===== src/rtl/tspf_pkg.sv =====
// Shared constants and types for the transport stream PID filter.
package tspf_pkg;
	localparam int ENTRIES = 8;
	localparam int PACKET_BYTES = 188;
	localparam int IDX_W = 3;
	localparam int POS_W = 8;
	localparam logic [7:0] SYNC_VALUE = 8'h47;
	localparam logic [7:0] ERR_BIT = 8'h80;
	localparam logic [4:0] PID_HI_MASK = 5'h1f;

	localparam logic [2:0] OP_BYTE = 3'd0;
	localparam logic [2:0] OP_TICK = 3'd1;
	localparam logic [2:0] OP_OVF = 3'd2;
	localparam logic [2:0] OP_LOAD = 3'd3;
	localparam logic [2:0] OP_READ = 3'd4;

	localparam logic [1:0] KIND_BYTE = 2'd0;
	localparam logic [1:0] KIND_REPORT = 2'd1;
	localparam logic [1:0] KIND_STATUS = 2'd2;

	typedef struct packed {
		logic [2:0] op;
		logic [7:0] stream_byte;
		logic [2:0] entry_index;
		logic [12:0] entry_pid;
		logic [31:0] entry_start;
		logic [31:0] entry_end;
	} in_item_t;

	typedef struct packed {
		logic [1:0] kind;
		logic [7:0] out_byte;
		logic [7:0] route_mask;
		logic packet_end;
		logic run_last;
		logic [63:0] packet_count;
		logic [63:0] error_count;
		logic [31:0] overflow_count;
		logic entry_done;
		logic all_done;
	} out_item_t;

	// command broadcast into the cell row
	typedef struct packed {
		logic route;
		logic tick;
		logic ovf;
		logic load;
		logic [12:0] pid;
		logic err;
		logic [31:0] second;
		logic [31:0] ld_start;
		logic [31:0] ld_end;
	} cell_cmd_t;

	// state passed from cell to cell
	typedef struct packed {
		logic [63:0] pk;
		logic [63:0] er;
		logic [31:0] ov;
		logic done;
	} cell_rd_t;
endpackage


===== src/rtl/tspf_cell.sv =====
// One PID table entry with its counters; reports chain to the neighbor.
module tspf_cell (
	input logic clk,
	input logic arst_n,
	input tspf_pkg::cell_cmd_t cmd,
	input logic live,
	input logic sel,
	input logic shift,
	input tspf_pkg::cell_rd_t chain_in,
	output tspf_pkg::cell_rd_t chain_out,
	output logic hit,
	output logic done
);
	import tspf_pkg::*;
	logic [12:0] pid_q;
	logic [31:0] start_q, end_q;
	logic done_q;
	logic [63:0] pk_q, er_q;
	logic [31:0] ov_q;
	cell_rd_t hold_q;

	assign hit = live && !done_q && pid_q == cmd.pid && !(cmd.second < start_q);
	assign done = done_q;
	assign chain_out = hold_q;

	always_ff @(posedge clk) begin
		if (cmd.load && sel) begin
			pid_q <= cmd.pid;
			start_q <= cmd.ld_start;
			end_q <= cmd.ld_end;
		end
	end

	always_ff @(posedge clk or negedge arst_n) begin
		if (!arst_n) begin
			done_q <= 1'b0;
			pk_q <= '0;
			er_q <= '0;
			ov_q <= '0;
			hold_q <= '0;
		end else begin
			// shift toward the end of the row on request, else capture this cell's counters
			if (shift) hold_q <= chain_in;
			else hold_q <= '{pk: pk_q, er: er_q, ov: ov_q, done: done_q};
			if (cmd.load && sel) begin
				done_q <= 1'b0;
				pk_q <= '0;
				er_q <= '0;
				ov_q <= '0;
			end else if (cmd.route && hit) begin
				pk_q <= pk_q + 64'd1;
				if (cmd.err) er_q <= er_q + 64'd1;
			end else if (cmd.tick && live && !done_q && cmd.second > end_q) begin
				done_q <= 1'b1;
			end else if (cmd.ovf && live && !done_q && ov_q != '1) begin
				ov_q <= ov_q + 32'd1;
			end
		end
	end
endmodule


===== config.mk =====
export PLATFORM = sky130hd
export DESIGN_NAME = tspf_cell
export DESIGN_NICKNAME = d
export VERILOG_FILES = /design/src/rtl/tspf_pkg.sv /design/src/rtl/tspf_cell.sv
export SDC_FILE = /design/constraint.sdc
export NUM_CORES = 1
export LEC_CHECK = 0
export ABC_AREA = 1
export BUFFER_PORTS_ARGS = -buffer_cell sky130_fd_sc_hd__buf_2
export CAP_MARGIN = 20
export CORE_ASPECT_RATIO = 1.5
export CORE_MARGIN = 3
export CORE_UTILIZATION = 51
export DETAILED_ROUTE_END_ITERATION = 8
export PLACE_DENSITY = 0.78
export SYNTH_ARGS = -nofsm -noshare
export SYNTH_HDL_FRONTEND = slang
export SYNTH_SLANG_ARGS = --single-unit
export TNS_END_PERCENT = 1

===== constraint.sdc =====
create_clock -name clk -period 2.1 [get_ports clk]
set_input_delay 0.42 -clock clk [delete_from_list [all_inputs] [get_ports clk]]
set_output_delay 0.42 -clock clk [all_outputs]
set_load 0.02 [all_outputs]

==> flow_summary.ini <==
[setup_path]
crit_type = register to primary output
cp_data_required_time_ps = 1680
start_kind = register
cp_max_fo = 2
worstPathArrival_ps = 2190
end_kind = primary output

[clock_network]
root_buffer = clkbuf_16
cts_made_buffers = 41
clkSinkCount = 399
cts.path.max_buffers = 3
clkTransAtPathRegs_ps = 60
cts_tree = built
htreeDepth = 2
clkLatencyLatePin_ps = 550

[synthesis]
ys_seq_elements = 399
ys_warn_count = 0
syn-cell-area_um2 = 21910
ys.flop_type = dfrtp_1
syn_nets = 3101
synthTopCellsByArea = dfrtp_1 37%, nand2_1 11%, edfxtp_1 11%
yosysTopAreaCellShare_pct = 36.77
synth-edff-count = 77
synth_most_common_cell = nand2_1
syn_area_per_cell_um2 = 7.953
synthArstFlopShare_pct = 80.70
netlist_instances = 2755
ys_seq_area_share_pct = 47.33
synthTopCellsByCount = 643 x nand2_1, 348 x nor2_1, 322 x dfrtp_1
synth_top_area_cell = dfrtp_1
ys_types = 44

[run_status]
status = complete, but fails checks
violations = setup timing

[detailed_routing]
wl_met3_um = 4083
drt_wl_total_um = 74770
first_pass_iters = 8
wl_met2_um = 38510
drt.antenna.violating_nets = 0
first_iter_violations = 1708
wl_met1_um = 27220
viasPerCell = 5.433
drc_errors = 0
vias = 21180
avgRoutedWirePerCell_um = 19.18
topRoutingLayerUsed = met5

[grt]
antenna_found_initial = 7
overflow = 0
grt_pass1_wl_um = 114200
grt_start_max_net_pins = 131
grt_use_total_pct = 31.85
grt_pass1_vias = 21360

[timing]
hold_violations = 0
max_freq_mhz = 383.5
period_needed_ps = 2608
setup_ws_ps = -507.7
slew_headroom_pct = 50.80
finalCritPeriodShare_pct = 124.2
drv_slew = 0
finalClockSkew_ps = 20.30
setup-violations-final = 161
rsz0062_at_grt = true
worst_slew_pin_slew_ps = 738.0

[die]
io-pin-count = 443
chipHeight_um = 259.9
die_x_um = 175.2
die_area_um2 = 45540
start_util_pct = 51.87
core_um2 = 42250
rows = 92

[final_layout]
fillers = 3561
nets = 3644
syn_to_final_growth_pct = 25.17
finalNonFillerCells = 3899
regArea_um2 = 10370
multi_input_area_um2 = 10140
layout-drive-gt1-share_pct = 23.88

[placement]
dp_hpwl_um = 57440
gp_congestion = 1.040
port_buffers = 442
dp.cells = 3817
pre_cts_ws_ps = -469.7

[pwr]
cellLeakagePower_uw = 0.01316
powerDensity_nw_per_um2 = 711.4
ir_worst_vdd_uv = 614.3

[worst_hold_path]
hold_path.class = primary input to register

[run]
maxCapViolCount = 0
[sequential cells by signal (all words and copies together) (netlist names)]
register,count
chain_out,161
er_q,64
pk_q,64
end_q,32
ov_q,32
start_q,32
pid_q,13
done,1
[power by group]
group | switching, uW | internal, uW
logic | 1960 | 1140
registers | 406 | 8470
clock network | 3170 | 4360
total | 5540 | 14000
[area by class of cell]
type,instances,share of cell area (%)
Sequential cell,399,37.81
Multi-Input combinational cell,1948,36.98
Timing Repair Buffer,605,13.38
Clock buffer,57,4.484
Inverter,303,4.165
Tap cell,564,2.573
Clock inverter,17,0.5566
Antenna cell,6,0.05474
[metal layers]
metal / vias up / track usage [%]
met4: 2 / 18.15
met1: 10070 / 35.20
met2: 870 / 58.42
li1: 10010 / -
met5: - / 0
met3: 236 / 4.163
[worst max-delay path, stage by stage, from the launching register on]
cell      delay (ps)
edfxtp_1         400
inv_2             90
ha_4             200
a21oi_2          120
nor2_1            50
nor2_1           130
nand3_2          100
a21oi_2          150
nand2_2           80
and3_4           180
buf_6            130
[stage by stage]
| step | utilization (%) | hold slack [ps] | total power, uW | instance area, um^2 | TNS (ps) |
|---|---|---|---|---|---|
| 2_1_floorplan | - | 124.4 | 10540 | 21910 | 0 |
| 3_3_place_gp | 61.00 | 344.6 | 11890 | 25770 | -51920 |
| 3_5_place_dp | 61.00 | 349.2 | 12010 | 25770 | -57570 |
| 4_1_cts | 64.57 | 23.42 | 19550 | 27280 | -24070 |
| 5_1_grt | 64.92 | 26.97 | 20240 | 27430 | -53170 |
| 6_report | 64.92 | 41.94 | 19510 | 27430 | -28340 |
[timing repair]
action | CTS | global route
hold buffers | 1 | 0
resized for setup | 29 | 30
setup endpoints to repair | 162 | 162
buffers inserted | 1 | 0
pin swaps | 7 | 7
hold endpoints to repair | 33 | 0
[cells by family after synthesis]
family | Yosys count | share of synthesized area [%]
AO/OA/AOI/OAI | 257 | 5.967
XOR/XNOR | 123 | 4.917
buffers and inverters | 408 | 7.452
adder cells (fa/ha/maj) | 66 | 3.769
multiplexers | 23 | 1.182
flip-flops | 399 | 47.33
AND/OR/NAND/NOR | 1479 | 29.39
[final timing paths]
path                                       start                        to  slack, ps  cells after the start
min reg2reg                 er_q[20]$_DFFE_PN0P_      er_q[20]$_DFFE_PN0P_        540                      2
min in group asynchronous                 arst_n  chain_out[133]$_DFF_PN0_        370                      2
max                        start_q[21]$_DFFE_PP_                       hit       -510                     10
max in group asynchronous                 arst_n   chain_out[44]$_DFF_PN0_       1020                      3
max reg2reg                start_q[21]$_DFFE_PP_      er_q[40]$_DFFE_PN0P_       -300                     14
min                                      cmd[32]      start_q[0]$_DFFE_PP_         40                      1
[layout by cell type, fill, tap and decap left out, drive strengths merged, types with 2 or more instances in the layout]
master / instances
xor2: 118
clkbuf: 59
nor2: 355
mux2: 23
dfrtp: 322
nand4: 51
bufinv: 2
nand3b: 7
buf: 602
clkinv: 9
nor3b: 4
nand2: 648
inv: 307
o21a: 3
or2: 3
a21oi: 40
ha: 66
clkinvlp: 2
edfxtp: 77
diode: 6
xnor2: 5
nor4: 7
nor3: 111
nand3: 289
o21ai: 210
Power figures use the tool's default switching activity.
